File: config.mk
export PLATFORM = sky130hd
export DESIGN_NAME = quoted_printable_name_decoder_unit
export DESIGN_NICKNAME = d
export VERILOG_FILES = /design/src/hdl/qpnd_pkg.sv /design/src/hdl/quoted_printable_name_decoder_unit.sv /design/src/hdl/qpnd_front.sv /design/src/hdl/qpnd_cmd_fifo.sv /design/src/hdl/qpnd_back.sv
export SDC_FILE = /design/constraint.sdc
export NUM_CORES = 1
export LEC_CHECK = 0
export ABC_AREA = 1
export BUFFER_PORTS_ARGS = -buffer_cell sky130_fd_sc_hd__buf_4
export CORE_ASPECT_RATIO = 2
export CORE_MARGIN = 1
export CORE_UTILIZATION = 60
export CTS_BUF_LIST = sky130_fd_sc_hd__clkbuf_4
export CTS_CLUSTER_SIZE = 12
export DETAILED_ROUTE_END_ITERATION = 12
export MAX_ROUTING_LAYER = met4
export PLACE_DENSITY = 0.78
export SKIP_LAST_GASP = 1
export SLEW_MARGIN = 10
export SYNTH_ARGS = -nofsm -noshare
export SYNTH_HDL_FRONTEND = slang
export SYNTH_HIERARCHICAL = 1
export SYNTH_SLANG_ARGS = --single-unit
File: constraint.sdc
create_clock -name clk_i -period 5.25 [get_ports clk_i]
set_clock_uncertainty 0.15 [all_clocks]
set_input_delay 0.525 -clock clk_i [delete_from_list [all_inputs] [get_ports clk_i]]
set_output_delay 0.525 -clock clk_i [all_outputs]
set_load 0.02 [all_outputs]
File: src/hdl/qpnd_pkg.sv
// Package for the quoted-printable name decoder.
// Holds the escape constants, the command word passed from front to back and the hex decode.
// No dependencies.
package qpnd_pkg;

  localparam logic [7:0] EscByte = 8'h3d;
  localparam int unsigned HexBase = 16;
  localparam int unsigned CmdQueueDepth = 4;
  localparam int unsigned MaxCmdBytes = 3;

  // One command: up to three bytes to emit, oldest in slot 0.
  typedef struct packed {
    logic [1:0]       n;
    logic             last;
    logic [2:0][7:0]  bytes;
  } qpnd_cmd_t;

  typedef enum logic [2:0] {
    PH_NORMAL = 3'b001,
    PH_EQ     = 3'b010,
    PH_HEX    = 3'b100
  } qpnd_phase_e;

  typedef struct packed {
    logic valid;
    logic [3:0] value;
  } qpnd_hex_t;

  function automatic qpnd_hex_t hex_value(input logic [7:0] c);
    qpnd_hex_t r;
    r.valid = 1'b1;
    r.value = 4'd0;
    if (c >= 8'h30 && c <= 8'h39) begin
      r.value = 4'(c - 8'h30);
    end else if (c >= 8'h41 && c <= 8'h46) begin
      r.value = 4'(c - 8'h41 + 8'd10);
    end else if (c >= 8'h61 && c <= 8'h66) begin
      r.value = 4'(c - 8'h61 + 8'd10);
    end else begin
      r.valid = 1'b0;
    end
    return r;
  endfunction

endpackage

File: src/hdl/quoted_printable_name_decoder_unit.sv
// Top level of the quoted-printable name decoder.
// Instantiates qpnd_front, qpnd_cmd_fifo and qpnd_back; depends on qpnd_pkg.
//
//  Channel  | Handshake          | Words
//  ---------+--------------------+----------------------------------
//  input    | push / full        | data_byte_i[7:0], name_end_i
//  result   | pop / empty        | out_byte_o[7:0], out_last_o
//
// The front takes one input word per cycle while the command queue has room.
// The back delivers one result word per cycle while pop is high and empty is
// low; a command of up to three bytes holds it until all are popped, and the
// queue depth sets how long a burst of such commands is absorbed before full
// rises. A result waits behind older commands. rst_ni clears the escape
// phase, the held hex digit and the queue at once; no warm-up is needed.
module quoted_printable_name_decoder_unit #(
  parameter int unsigned CmdDepth = qpnd_pkg::CmdQueueDepth
) (
  input  logic       clk_i,
  input  logic       rst_ni,
  input  logic       push,
  output logic       full,
  input  logic [7:0] data_byte_i,
  input  logic       name_end_i,
  output logic       empty,
  input  logic       pop,
  output logic [7:0] out_byte_o,
  output logic       out_last_o
);
  import qpnd_pkg::*;

  localparam int unsigned CntW = $clog2(CmdDepth + 1);

  qpnd_cmd_t       cmd, head;
  logic            cmd_push, q_full, head_valid, head_pop;
  logic [CntW-1:0] q_count;

  qpnd_front u_front (
    .clk_i       (clk_i),
    .rst_ni      (rst_ni),
    .push        (push),
    .data_byte_i (data_byte_i),
    .name_end_i  (name_end_i),
    .q_full_i    (q_full),
    .full        (full),
    .cmd_push_o  (cmd_push),
    .cmd_o       (cmd)
  );

  qpnd_cmd_fifo #(
    .Depth (CmdDepth)
  ) u_fifo (
    .clk_i       (clk_i),
    .rst_ni      (rst_ni),
    .wr_i        (cmd_push),
    .wr_data_i   (cmd),
    .rd_i        (head_pop),
    .rd_data_o   (head),
    .not_empty_o (head_valid),
    .full_o      (q_full),
    .count_o     (q_count)
  );

  qpnd_back u_back (
    .clk_i        (clk_i),
    .rst_ni       (rst_ni),
    .head_valid_i (head_valid),
    .head_i       (head),
    .head_pop_o   (head_pop),
    .pop          (pop),
    .empty        (empty),
    .out_byte_o   (out_byte_o),
    .out_last_o   (out_last_o)
  );

  // The final byte of a name always produces a command marked last.
  assert property (@(posedge clk_i) disable iff (!rst_ni)
    (push && !full && name_end_i) |-> (cmd_push && cmd.last))
    else $error("name end did not produce a last command");

  // Queued commands never carry zero bytes.
  assert property (@(posedge clk_i) disable iff (!rst_ni)
    cmd_push |-> (cmd.n != 2'd0))
    else $error("empty command pushed");

  // The queue count stays within its depth.
  assert property (@(posedge clk_i) disable iff (!rst_ni)
    q_count <= CntW'(CmdDepth))
    else $error("command queue overflow");

  // A queue entry that is ever shown as head must not be popped while empty.
  assert property (@(posedge clk_i) disable iff (!rst_ni)
    head_pop |-> (head_valid && !empty))
    else $error("head popped from empty queue");

endmodule

File: src/hdl/qpnd_front.sv
// Front part of the decoder: accepts raw bytes, tracks the escape phase
// and turns each byte into at most one command word. Depends on qpnd_pkg.
module qpnd_front (
  input  logic                clk_i,
  input  logic                rst_ni,
  input  logic                push,
  input  logic [7:0]          data_byte_i,
  input  logic                name_end_i,
  input  logic                q_full_i,
  output logic                full,
  output logic                cmd_push_o,
  output qpnd_pkg::qpnd_cmd_t cmd_o
);
  import qpnd_pkg::*;

  qpnd_phase_e phase_q, phase_d;
  logic [7:0]  first_hex_q, first_hex_d;
  qpnd_hex_t   hv, hi;
  qpnd_cmd_t   cmd;
  logic        accept;

  function automatic qpnd_cmd_t add_byte(input qpnd_cmd_t c, input logic [7:0] b);
    qpnd_cmd_t r;
    r = c;
    case (c.n)
      2'd0:    r.bytes[0] = b;
      2'd1:    r.bytes[1] = b;
      default: r.bytes[2] = b;
    endcase
    r.n = c.n + 2'd1;
    return r;
  endfunction

  assign full   = q_full_i;
  assign accept = push && !q_full_i;
  assign hv     = hex_value(data_byte_i);
  assign hi     = hex_value(first_hex_q);

  always_comb begin
    cmd         = '0;
    phase_d     = PH_NORMAL;
    first_hex_d = first_hex_q;
    case (phase_q)
      PH_EQ: begin
        if (data_byte_i == EscByte) begin
          cmd     = add_byte(cmd, EscByte);
          phase_d = PH_EQ;
        end else if (hv.valid) begin
          first_hex_d = data_byte_i;
          phase_d     = PH_HEX;
        end else begin
          cmd = add_byte(cmd, EscByte);
          cmd = add_byte(cmd, data_byte_i);
        end
      end
      PH_HEX: begin
        if (data_byte_i == EscByte) begin
          cmd     = add_byte(cmd, EscByte);
          cmd     = add_byte(cmd, first_hex_q);
          phase_d = PH_EQ;
        end else if (hv.valid) begin
          cmd = add_byte(cmd, {hi.value, hv.value});
        end else begin
          cmd = add_byte(cmd, EscByte);
          cmd = add_byte(cmd, first_hex_q);
          cmd = add_byte(cmd, data_byte_i);
        end
      end
      default: begin
        if (data_byte_i == EscByte) begin
          phase_d = PH_EQ;
        end else begin
          cmd = add_byte(cmd, data_byte_i);
        end
      end
    endcase

    // At the end of a name every held-back byte is released literally.
    if (name_end_i) begin
      if (phase_d == PH_EQ) begin
        cmd = add_byte(cmd, EscByte);
      end else if (phase_d == PH_HEX) begin
        cmd = add_byte(cmd, EscByte);
        cmd = add_byte(cmd, first_hex_d);
      end
      cmd.last    = 1'b1;
      phase_d     = PH_NORMAL;
      first_hex_d = 8'd0;
    end
  end

  assign cmd_o      = cmd;
  assign cmd_push_o = accept && (cmd.n != 2'd0);

  always_ff @(posedge clk_i or negedge rst_ni) begin
    if (!rst_ni) begin
      phase_q     <= PH_NORMAL;
      first_hex_q <= 8'd0;
    end else if (accept) begin
      phase_q     <= phase_d;
      first_hex_q <= first_hex_d;
    end
  end

endmodule

File: src/hdl/qpnd_cmd_fifo.sv
// Short command queue between the front and back parts of the decoder.
// Register-based circular buffer. Depends on qpnd_pkg.
module qpnd_cmd_fifo #(
  parameter int unsigned Depth = qpnd_pkg::CmdQueueDepth
) (
  input  logic                          clk_i,
  input  logic                          rst_ni,
  input  logic                          wr_i,
  input  qpnd_pkg::qpnd_cmd_t           wr_data_i,
  input  logic                          rd_i,
  output qpnd_pkg::qpnd_cmd_t           rd_data_o,
  output logic                          not_empty_o,
  output logic                          full_o,
  output logic [$clog2(Depth+1)-1:0]    count_o
);
  import qpnd_pkg::*;

  localparam int unsigned PtrW = $clog2(Depth);
  localparam int unsigned CntW = $clog2(Depth + 1);
  localparam logic [CntW-1:0] FullCnt = CntW'(Depth);
  localparam logic [PtrW-1:0] LastPtr = PtrW'(Depth - 1);

  qpnd_cmd_t       mem_q [Depth];
  logic [PtrW-1:0] wr_ptr_q, wr_ptr_d, rd_ptr_q, rd_ptr_d;
  logic [CntW-1:0] cnt_q, cnt_d;
  logic            do_wr, do_rd;

  assign do_wr = wr_i && (cnt_q != FullCnt);
  assign do_rd = rd_i && (cnt_q != '0);

  always_comb begin
    wr_ptr_d = wr_ptr_q;
    rd_ptr_d = rd_ptr_q;
    cnt_d    = cnt_q;
    if (do_wr) begin
      wr_ptr_d = (wr_ptr_q == LastPtr) ? '0 : wr_ptr_q + 1'b1;
    end
    if (do_rd) begin
      rd_ptr_d = (rd_ptr_q == LastPtr) ? '0 : rd_ptr_q + 1'b1;
    end
    if (do_wr && !do_rd) begin
      cnt_d = cnt_q + 1'b1;
    end else if (do_rd && !do_wr) begin
      cnt_d = cnt_q - 1'b1;
    end
  end

  always_ff @(posedge clk_i or negedge rst_ni) begin
    if (!rst_ni) begin
      wr_ptr_q <= '0;
      rd_ptr_q <= '0;
      cnt_q    <= '0;
    end else begin
      wr_ptr_q <= wr_ptr_d;
      rd_ptr_q <= rd_ptr_d;
      cnt_q    <= cnt_d;
    end
  end

  always_ff @(posedge clk_i) begin
    if (do_wr) begin
      mem_q[wr_ptr_q] <= wr_data_i;
    end
  end

  assign rd_data_o   = mem_q[rd_ptr_q];
  assign not_empty_o = (cnt_q != '0);
  assign full_o      = (cnt_q == FullCnt);
  assign count_o     = cnt_q;

endmodule

File: src/hdl/qpnd_back.sv
// Back part of the decoder: steps through the bytes of the oldest command
// and presents them one word at a time on the result side. Depends on qpnd_pkg.
module qpnd_back (
  input  logic                clk_i,
  input  logic                rst_ni,
  input  logic                head_valid_i,
  input  qpnd_pkg::qpnd_cmd_t head_i,
  output logic                head_pop_o,
  input  logic                pop,
  output logic                empty,
  output logic [7:0]          out_byte_o,
  output logic                out_last_o
);
  import qpnd_pkg::*;

  logic [1:0] idx_q, idx_d;
  logic       take, at_end;

  assign empty  = !head_valid_i;
  assign take   = pop && head_valid_i;
  assign at_end = (idx_q == head_i.n - 2'd1);

  always_comb begin
    case (idx_q)
      2'd0:    out_byte_o = head_i.bytes[0];
      2'd1:    out_byte_o = head_i.bytes[1];
      default: out_byte_o = head_i.bytes[2];
    endcase
  end

  assign out_last_o = head_i.last && at_end;
  assign head_pop_o = take && at_end;

  always_comb begin
    idx_d = idx_q;
    if (take) begin
      idx_d = at_end ? 2'd0 : idx_q + 2'd1;
    end
  end

  always_ff @(posedge clk_i or negedge rst_ni) begin
    if (!rst_ni) begin
      idx_q <= 2'd0;
    end else begin
      idx_q <= idx_d;
    end
  end

endmodule
---- Word-level counts from Yosys, hierarchy flattened ----
Memory sizes are Yosys's and may differ from the RTL's.
Cells that the tools add are included.
Widths: inputs -> output; s select.
storage, ports and cells
  register bits after elaboration ......... 20
  memory bits (writable) .................. 108
  bits of input ports ..................... 13
  output and inout bits ................... 11
  memories kept ........................... 1
memories
  memory        words  bits a word  read ports  clocked after memory_dff  wr ports  line                 RTL
  u_fifo.mem_q  4      27           1           0                         1         qpnd_cmd_fifo.sv:23  qpnd_cmd_t mem_q [Depth];
operators by class
  add/subtract/negate cells ............... 18
  order comparisons ....................... 12
  equal/unequal tests ..................... 13
  muxes and demuxes ....................... 41
  reduce and logical (&&, ||, !) cells .... 27
operators by type and width
  kind                 count
  $mux 27              7
  $mux 8               10
  $pmux 27 s2          1
  $ge 8x7->1 const B   4
  $le 8x7->1 const B   4
  $mux 26              1
  $mux 4               6
  $sub 4x1->4 const B  6
  $mux 3               6
  $add 4x4->4 const B  4
  $ge 8x6->1 const B   2
  $le 8x6->1 const B   2
  $pmux 8 s2           1
  $logic_and 1x1->1    15
  $add 2x1->2 const B  5
  $eq 3x3->1 const B   3
  $eq 8x6->1 const B   1
  $mux 2               4
  $eq 2x1->1 const B   3
  $eq 3x2->1 const B   2
  $logic_not 2->1      3
  $mux 1               5
  $eq 2x2->1 const B   2
  $logic_not 1->1      4
  other kinds (8)      10

---- Longest topological paths before layout ----
Gate-level depths: netlist of run 1.
  depth after elaboration ................. 22
  gate-level depth with buffers ........... 28
  depth with buffers taken out ............ 27

---- By module ----
The synthesis of run 1 kept the hierarchy.
modules (own cells, without submodules)
  module         times used  cells each  area each (um^2)
  qpnd_cmd_fifo  1           374         4777.1
  qpnd_front     1           308         1785.5
  qpnd_back      1           57          337.8

---- Worst setup path before layout of run 1 ----
Ideal clock, no wire load.
  path kind ............................... input -> register
  from .................................... in data_byte_i[0]
  to ...................................... mem u_fifo/mem_q[0][0] (netlist bit) (enable)
  setup time .............................. 411 ps
  arrival time ............................ 3477 ps
  data required time ...................... 4689 ps
  setup slack ............................. 1212 ps
  stages on the path ...................... 19
  path buffers ............................ 1
  cells stage by stage .................... inv_1 -> ha_1 -> inv_1 -> nand2_1 -> nand3_1 -> nand2_2 -> nand2_4 -> buf_6 -> nand3_2 -> nor2_2 -> inv_1 -> ha_1 -> a21oi_1 -> nand2_1 -> nand3_1 -> nand2_1 -> inv_1 -> nand2_1 -> nor2_1
on the way
  cells in the longest elaborated chain, start to end .. 18
RTL lines
  what                                      line                                      RTL
  from (decl)                               quoted_printable_name_decoder_unit.sv:22  input logic [7:0] data_byte_i,
  $ge 8x7->1 or $le 8x7->1 (tied branches)  qpnd_pkg.sv:37                            end else if (c >= 8'h61 && c <= 8'h66) begin
  $logic_and 1x1->1                         qpnd_pkg.sv:37
  $mux 1                                    qpnd_pkg.sv:37
  $mux 1                                    qpnd_pkg.sv:35                            end else if (c >= 8'h41 && c <= 8'h46) begin
  $mux 1                                    qpnd_pkg.sv:33                            if (c >= 8'h30 && c <= 8'h39) begin
  $mux 27, on equally long branches         qpnd_front.sv:61, qpnd_front.sv:48
  $mux 27, on equally long branches         qpnd_front.sv:57, qpnd_front.sv:45
  $pmux 27 s2                               qpnd_front.sv:43                          case (phase_q)
  [3 not listed]                            n/a
  $mux 27                                   qpnd_front.sv:80                          if (phase_d == PH_EQ) begin
  $mux 27 *                                 qpnd_front.sv:79                          if (name_end_i) begin
  $reduce_bool 2->1 *                       qpnd_front.sv:93                          assign cmd_push_o = accept && (cmd.n != 2'd0);
  $logic_and 1x1->1 *                       qpnd_front.sv:93
  net cmd_push                              quoted_printable_name_decoder_unit.sv:34  logic cmd_push, q_full, head_valid, head_pop;
  $logic_and 1x1->1 *                       qpnd_cmd_fifo.sv:28                       assign do_wr = wr_i && (cnt_q != FullCnt);
  $mux 1 *                                  qpnd_cmd_fifo.sv:61                       if (do_wr) begin
  $mux 1 (implied by the code) *            qpnd_cmd_fifo.sv:62                       mem_q[wr_ptr_q] <= wr_data_i;
  to (decl)                                 qpnd_cmd_fifo.sv:23
Mark *: on every way through the listed nets, which the timed path passes. The rest lies on a longest branch.

---- Worst setup path after layout of run 1 ----
  from .................................... reg u_front.phase_q[0]
  to ...................................... reg u_fifo.cnt_q[2] (netlist: u_fifo/count_o[2])
on the way
  cells in the longest elaborated chain, start to end .. 13
RTL lines
  what                                      line                                      RTL
  from (decl)                               qpnd_front.sv:16                          qpnd_phase_e phase_q, phase_d;
  from (signal assigned)                    qpnd_front.sv:100                         phase_q <= phase_d;
  $eq 3x3->1 or $eq 3x2->1 (tied branches)  qpnd_front.sv:43
  $pmux 27 s2                               qpnd_front.sv:43
  $add 2x1->2 (2 in series)                 qpnd_front.sv:30                          r.n = c.n + 2'd1;
  $mux 27                                   qpnd_front.sv:82                          end else if (phase_d == PH_HEX) begin
  $mux 27                                   qpnd_front.sv:80
  $mux 27 *                                 qpnd_front.sv:79
  $reduce_bool 2->1 *                       qpnd_front.sv:93
  $logic_and 1x1->1 *                       qpnd_front.sv:93
  net cmd_push                              quoted_printable_name_decoder_unit.sv:34
  $logic_and 1x1->1 *                       qpnd_cmd_fifo.sv:28
  net u_fifo.do_wr                          qpnd_cmd_fifo.sv:26                       logic do_wr, do_rd;
  $logic_not 1->1                           qpnd_cmd_fifo.sv:43                       end else if (do_rd && !do_wr) begin
  $logic_and 1x1->1                         qpnd_cmd_fifo.sv:43
  $reduce_bool 2->1 (no line)               n/a
  to (signal assigned)                      qpnd_cmd_fifo.sv:56                       cnt_q <= cnt_d;
  to (decl)                                 qpnd_cmd_fifo.sv:25                       logic [CntW-1:0] cnt_q, cnt_d;
Marks and branches as above.
A chain may end at the register's enable or synchronous reset.

==> results of run 1 <==
registers in the layout, summed over array words and instances (netlist names):
| register | flops |
|---|---|
| u_fifo/mem_q | 108 |
| u_front/first_hex_q | 8 |
| u_fifo/count_o | 3 |
| u_front/phase_q | 3 |
| u_back/idx_q | 2 |
| u_fifo/rd_ptr_q | 2 |
| u_fifo/wr_ptr_q | 2 |
per-stage QoR:
| step | setup slack [ps] | power [W] | util, % | hold WS (ps) |
|---|---|---|---|---|
| after CTS | 1540 | 0.00334 | 65.2 | 82.4 |
| after global routing | 1270 | 0.00353 | 65.2 | 93.0 |
| after detailed placement | 1150 | 0.00270 | 62.6 | 273 |
| after global placement | 1300 | 0.00264 | 62.6 | 268 |
| after floorplan | 1210 | 0.00239 | - | 79.4 |
| final | 1520 | 0.00332 | 65.2 | 128 |
routing by layer:
layer	GRT usage, %	up-vias	wire length, um
met5	-	-	0
met4	15.2	0	574
met3	4.81	45	527
met2	52.5	157	8640
met1	27.9	2473	5620
li1	-	2494	-
worst max-delay path: stages, from the launching register on:
cell	delay (ps)
dfstp_2	570
nor3_2	50
buf_4	190
nor2_1	240
clkinv_1	160
nand3_2	160
nor2_2	70
inv_1	80
ha_1	250
a21oi_1	150
nand2_1	80
nand3_1	80
nand2_1	50
inv_1	120
nand2_1	190
inv_1	110
ha_1	170
inv_1	70
fa_1	380
nand2_1	120
nand3_1	80
nand2_1	60
nand2_1	40
cells by family (layout without fill, tap and decap cells):
kind of cell,count (synthesis),in the layout,share of synthesized area [%]
compound gates,106,106,10.5
xor+xnor,3,3,0.381
fa+ha+maj,18,18,3.37
buf+inv,159,195,10.8
flops,128,128,54.3
other cells,0,1,0
simple gates,325,325,20.7
final timing paths:
| kind | end | slack, ps | cells past startpoint | startpoint |
|---|---|---|---|---|
| setup / recovery | u_fifo/count_o[2] | 1520 | 22 | u_front/phase_q[0] |
| hold / removal | u_fifo/mem_q[1][24] | 130 | 1 | name_end_i |
| setup reg to reg | u_fifo/count_o[2] | 1520 | 22 | u_front/phase_q[0] |
| hold reg to reg | u_fifo/count_o[2] | 380 | 2 | u_fifo/count_o[2] |
| max in group asynchronous | u_front/phase_q[0] | 4420 | 2 | rst_ni |
| min in group asynchronous | u_front/first_hex_q[1] | 250 | 2 | rst_ni |
power by group:
part | switching [W] | total [W] | internal (W)
clock network | 0.000361 | 0.000647 | 0.000286
registers | 0.0000905 | 0.00140 | 0.00131
logic | 0.000846 | 0.00128 | 0.000431
total | 0.00130 | 0.00332 | 0.00202
placed cells by master, fill, tap and decap left out, types with 4 or more instances in the layout:
cell | Yosys | layout
nand2_1 | 203 | 203
inv_1 | 120 | 120
edfxtp_1 | 108 | 108
o211ai_1 | 55 | 55
nor2_1 | 50 | 46
nand3_1 | 40 | 40
buf_4 | 6 | 31
o21ai_0 | 19 | 19
clkbuf_4 | 0 | 18
dfrtp_1 | 19 | 18
ha_1 | 17 | 17
inv_2 | 10 | 10
a22oi_1 | 8 | 8
nand2_2 | 8 | 8
nor2_2 | 4 | 8
o21ai_1 | 7 | 7
o22ai_1 | 6 | 6
nand4_1 | 5 | 5
o21ai_2 | 5 | 5
clkinvlp_4 | 0 | 4
layout make-up:
type	instances	area, sq um
antenna	1	2.50
clock buffer	18	135
clock inverter	14	143
fill	929	3930
inverter	131	492
multi-input combinational	452	2420
sequential	128	3750
tap	142	178
timing repair buffer	32	243
timing repair:
action,CTS,global route
gates resized for setup,0,0
setup endpoints to repair,0,0
endpoints found under the hold margin,20,0
hold buffers,1,0
==> results.md, run 1 <==
* Minimum clock period at 3730 ps
* Top post-synthesis cells by area: edfxtp_1 47%, nand2_1 11%, dfrtp_1 6.9%
* Max cap viols at 0
* Inst Count DP at 884
* Worst Path Required at 5520 ps
* Routability cong. at 1.06
* Antenna violations before repair at 1
* Yosys warnings at 6
* Share of cells above drive strength 1 at 13.8%
* RSZ-0062 raised after global routing: false
* Starting Density at 61.1%
* CTS buffer count at 17
* Largest net degree at the start of global routing at 85
* CP endpoint kind: flop
* Final WL at 15400 um
* Max-slew headroom at 46.1%
* Site Rows at 55
* Post-synthesis cell count at 739
* Outcome: finished clean
* Worst path arrival time at 4000 ps
* Core box area at 11300 sq um
* Post-Syn Area per Cell at 9.34 sq um
* Post-synth EDFFs at 108
* Synth cell count leaders: 203 x nand2_1, 120 x inv_1, 108 x edfxtp_1
* Die Y at 154 um
* Worst Hold Class: input pin to flop
* Gr usage total at 28.6%
* DR vias at 5169
* Pwr dens at 451 nW/um^2
* Synth cell types at 38
* Least-Margin Pin Slew at 806 ps
* PortBufs at 23
* Maximum clock path buffer count at 2
* Final instance area at 7360 sq um
* Initial DRC count at 374
* Clock-pin slew on the worst setup and hold paths at 110 ps
* Clk_lat worst skew at 530 ps
* Final Slew Violations at 0
* H-tree depth at 4
* Maximum vdd drop at 0.000269 V
* Seq/Total Area, Yosys at 54.3%
* Grt total ovfl at 0
* Post-synth top flop: edfxtp_1
* Non-filler cells, final at 918
* Final hold violations at 0
* Worst setup SP type: flop
* Antenna Nets Post-Route at 0
* Drt first pass iters at 5
* Setup Fix Bufs, Post-CTS at 0
* Num Clock Sinks at 128
* Largest fanout on the critical path at 14
* CTS tree: built
* Die width at 77.8 um
* Final setup violation count at 0
* Global-route wire length before repair at 24600 um
* Vias in the first global route at 5087
* Nets at 793
* Fin crit share at 71.0%
* DRC viols at 0
* Critical path type: flop to flop
* Setup TNS Final at 0 ps
* Via/cell ratio at 5.63
* Layout area overhead at 6.65%
* Total die area at 12000 sq um
* Peak Freq at 0.268 GHz
* Post-Syn Nets at 770
* Top-area cell type share of the netlist area at 47.0%
* FF+latch count, synth at 128
* Cell area after synthesis at 6900 sq um
* Dominant cell type by area after synthesis: edfxtp_1
* WL/cell at 16.7 um
* Lkg Pwr at 3.26 nW
* Most common cell in the synthesized netlist: nand2_1
* I/O pin cnt at 24
* DP Area at 7070 sq um
* HPWL after DPL at 11100 um
* Root buffer cell: clkbuf_4
* Ys async rst share at 15.6%
Power figures use the tool's default switching activity.
==> inputs of run 2 (changes only) <==
Clock period 5.25 ns to 3.54 ns, I/O delays scaled along.
==> results.md, run 2 (synthesis gave the netlist of run 1 again) <==
* Gr usage total at 30.5% (was 28.6%)
* Nets at 811 (was 793)
* Site Rows at 55 (unchanged)
* Switching portion of total power at 38.3% (was 39.1%)
* Final setup violation count at 0 (unchanged)
* Drt first pass iters at 5 (unchanged)
* Final hold violations at 0 (unchanged)
* Minimum clock period at 3240 ps (was 3730 ps)
* Most frequent cells in the layout: 203 x nand2_1, 120 x inv_1, 108 x edfxtp_1, 55 x o211ai_1, 46 x nor2_1 (unchanged)
* Flop pwr share at 41.0% (was 42.1%)
* Worst Hold Class: input pin to flop (unchanged)
* Lkg Pwr at 3.37 nW (was 3.26 nW)
* Starting Density at 61.1% (unchanged)
* Outcome: finished clean (unchanged)
* Grt total ovfl at 0 (unchanged)
* Root buffer cell: clkbuf_4 (unchanged)
* Fin crit share at 91.4% (was 71.0%)
* WL/cell at 17.4 um (was 16.7 um)
* RSZ-0062 raised after global routing: false (unchanged)
* Worst Path Required at 3800 ps (was 5520 ps)
* Final Slew Violations at 0 (unchanged)
* Min Hold Slack at 68.2 ps (was 128 ps)
* DR vias at 5234 (was 5169)
* Num Clock Sinks at 128 (unchanged)
* Worst path arrival time at 3500 ps (was 4000 ps)
* Final WL at 16300 um (was 15400 um)
* Initial DRC count at 414 (was 374)
* Pwr dens at 667 nW/um^2 (was 451 nW/um^2)
* Clock-pin slew on the worst setup and hold paths at 110 ps (about the same)
* Number of flip-flops in the largest register at 108 (unchanged)
* Antenna violations before repair at 1 (unchanged)
* CTS tree: built (unchanged)
* Largest regs: u_fifo/mem_q (108), u_front/first_hex_q (8) (unchanged)
* CTS buffer count at 17 (unchanged)
* Die width at 77.8 um (unchanged)
* Layout filler cell count at 900 (was 929)
* Routability cong. at 0.967 (was 1.06)
* Setup slack after layout at 305 ps (was 1520 ps)
* Final instance area at 7580 sq um (was 7360 sq um)
* Die Y at 154 um (unchanged)
* Worst setup SP type: flop (unchanged)
* Int Power at 0.00312 W (was 0.00202 W)
* CP endpoint kind: flop (unchanged)
* HPWL after DPL at 11900 um (was 11100 um)
* Core box area at 11300 sq um (unchanged)
* Peak Freq at 0.309 GHz (was 0.268 GHz)
* Sw power at 0.00194 W (was 0.00130 W)
* H-tree depth at 4 (unchanged)
* Max-slew headroom at 58.1% (was 46.1%)
* Via/cell ratio at 5.60 (was 5.63)
* Largest net degree at the start of global routing at 69 (was 85)
* Maximum clock path buffer count at 2 (unchanged)
* Vias in the first global route at 5194 (was 5087)
* Critical path type: flop to flop (unchanged)
* Least-Margin Pin Slew at 628 ps (was 806 ps)
* Layout area overhead at 9.86% (was 6.65%)
* Maximum vdd drop at 0.000417 V (was 0.000269 V)
* Global-route wire length before repair at 26000 um (was 24600 um)
* Total die area at 12000 sq um (unchanged)
* Clk_lat worst skew at 510 ps (was 530 ps)
* Biggest register: u_fifo/mem_q (unchanged)
* DRC viols at 0 (unchanged)
* Max cap viols at 0 (unchanged)
* Worst slack, placed at -47.2 ps (was 1150 ps)
* PortBufs at 23 (unchanged)
* Share of cells above drive strength 1 at 15.5% (was 13.8%)
* I/O pin cnt at 24 (unchanged)
* Fin util at 67.2% (was 65.2%)
* Largest fanout on the critical path at 3 (was 14)
* DP Area at 7240 sq um (was 7070 sq um)
* Clk pwr share at 20.1% (was 19.5%)
* Antenna Nets Post-Route at 0 (unchanged)
* Comb power frac at 38.9% (was 38.5%)
* Most common cell after layout, fill and taps aside: nand2_1 (unchanged)
* Setup TNS Final at 0 ps (unchanged)
-- run 2: worst max-delay path: stages, from the launching register on --
cell     delay, ps
dfrtp_1        420
nor3_2         250
nor2_1         100
inv_2          130
nand3_4        130
nor2_4         110
inv_1           70
ha_1           300
a21oi_1        150
nand2_1         80
nand3_1         80
nand2_1         50
inv_1           70
nand2_1         60
inv_1           70
ha_1           160
inv_1           60
fa_1           380
nand2_1        100
nand3_1         90
nand2_1         60
nand2_1         50
-- run 2: cell type report --
| class | count | area, sq um | share of cell area [%] |
|---|---|---|---|
| sequential | 128 | 3750 | 49.4 |
| multi-input combinational | 452 | 2430 | 32.1 |
| inverter | 131 | 492 | 6.49 |
| timing repair buffer | 50 | 437 | 5.76 |
| tap | 142 | 178 | 2.34 |
| clock inverter | 14 | 165 | 2.18 |
| clock buffer | 17 | 128 | 1.68 |
| antenna | 1 | 2.50 | 0.0330 |
-- run 2: metal layers --
layer  up-vias  track usage (%)  share of wire, %
met5         -                -                 0
met4         0             17.0               4.8
met3        43             5.46               4.0
met2       163             55.7                56
met1      2500             29.4                35
li1       2528                -                 -
-- run 2: what timing repair did --
| action | 4_1_cts | 5_1_grt |
|---|---|---|
| resized for setup | 0 | 4 |
| hold endpoints to repair | 26 | 0 |
| buffers inserted | 0 | 0 |
| hold buffers | 3 | 0 |
| setup endpoints to repair | 0 | 1 |
-- run 2: power by group through the flow --
stage / logic [W] / clock network (W) / registers (W)
after floorplan: 0.00149 / 0 / 0.00205
after global placement: 0.00190 / 0 / 0.00208
after detailed placement: 0.00197 / 0 / 0.00211
final: 0.00197 / 0.00102 / 0.00207
after global routing: 0.00219 / 0.00111 / 0.00209
after CTS: 0.00198 / 0.00104 / 0.00207
-- run 2: final timing paths --
| path | startpoint | to | slack (ps) | cells after the start |
|---|---|---|---|---|
| min in group asynchronous | rst_ni | u_front/first_hex_q[5] | 110 | 2 |
| max in group asynchronous | rst_ni | u_front/phase_q[0] | 2850 | 2 |
| hold reg to reg | u_fifo/count_o[2] | u_fifo/count_o[2] | 380 | 2 |
| setup / recovery | u_front/phase_q[1] | u_fifo/count_o[2] | 300 | 21 |
| hold / removal | data_byte_i[3] | u_front/first_hex_q[3] | 70 | 3 |
| setup reg to reg | u_front/phase_q[1] | u_fifo/count_o[2] | 300 | 21 |
-- run 2: stage by stage --
stage,std cells,total power [W]
floorplan,739,0.00355
global placement,900,0.00399
detailed placement,900,0.00408
CTS,934,0.00509
global route,935,0.00539
finish,935,0.00505
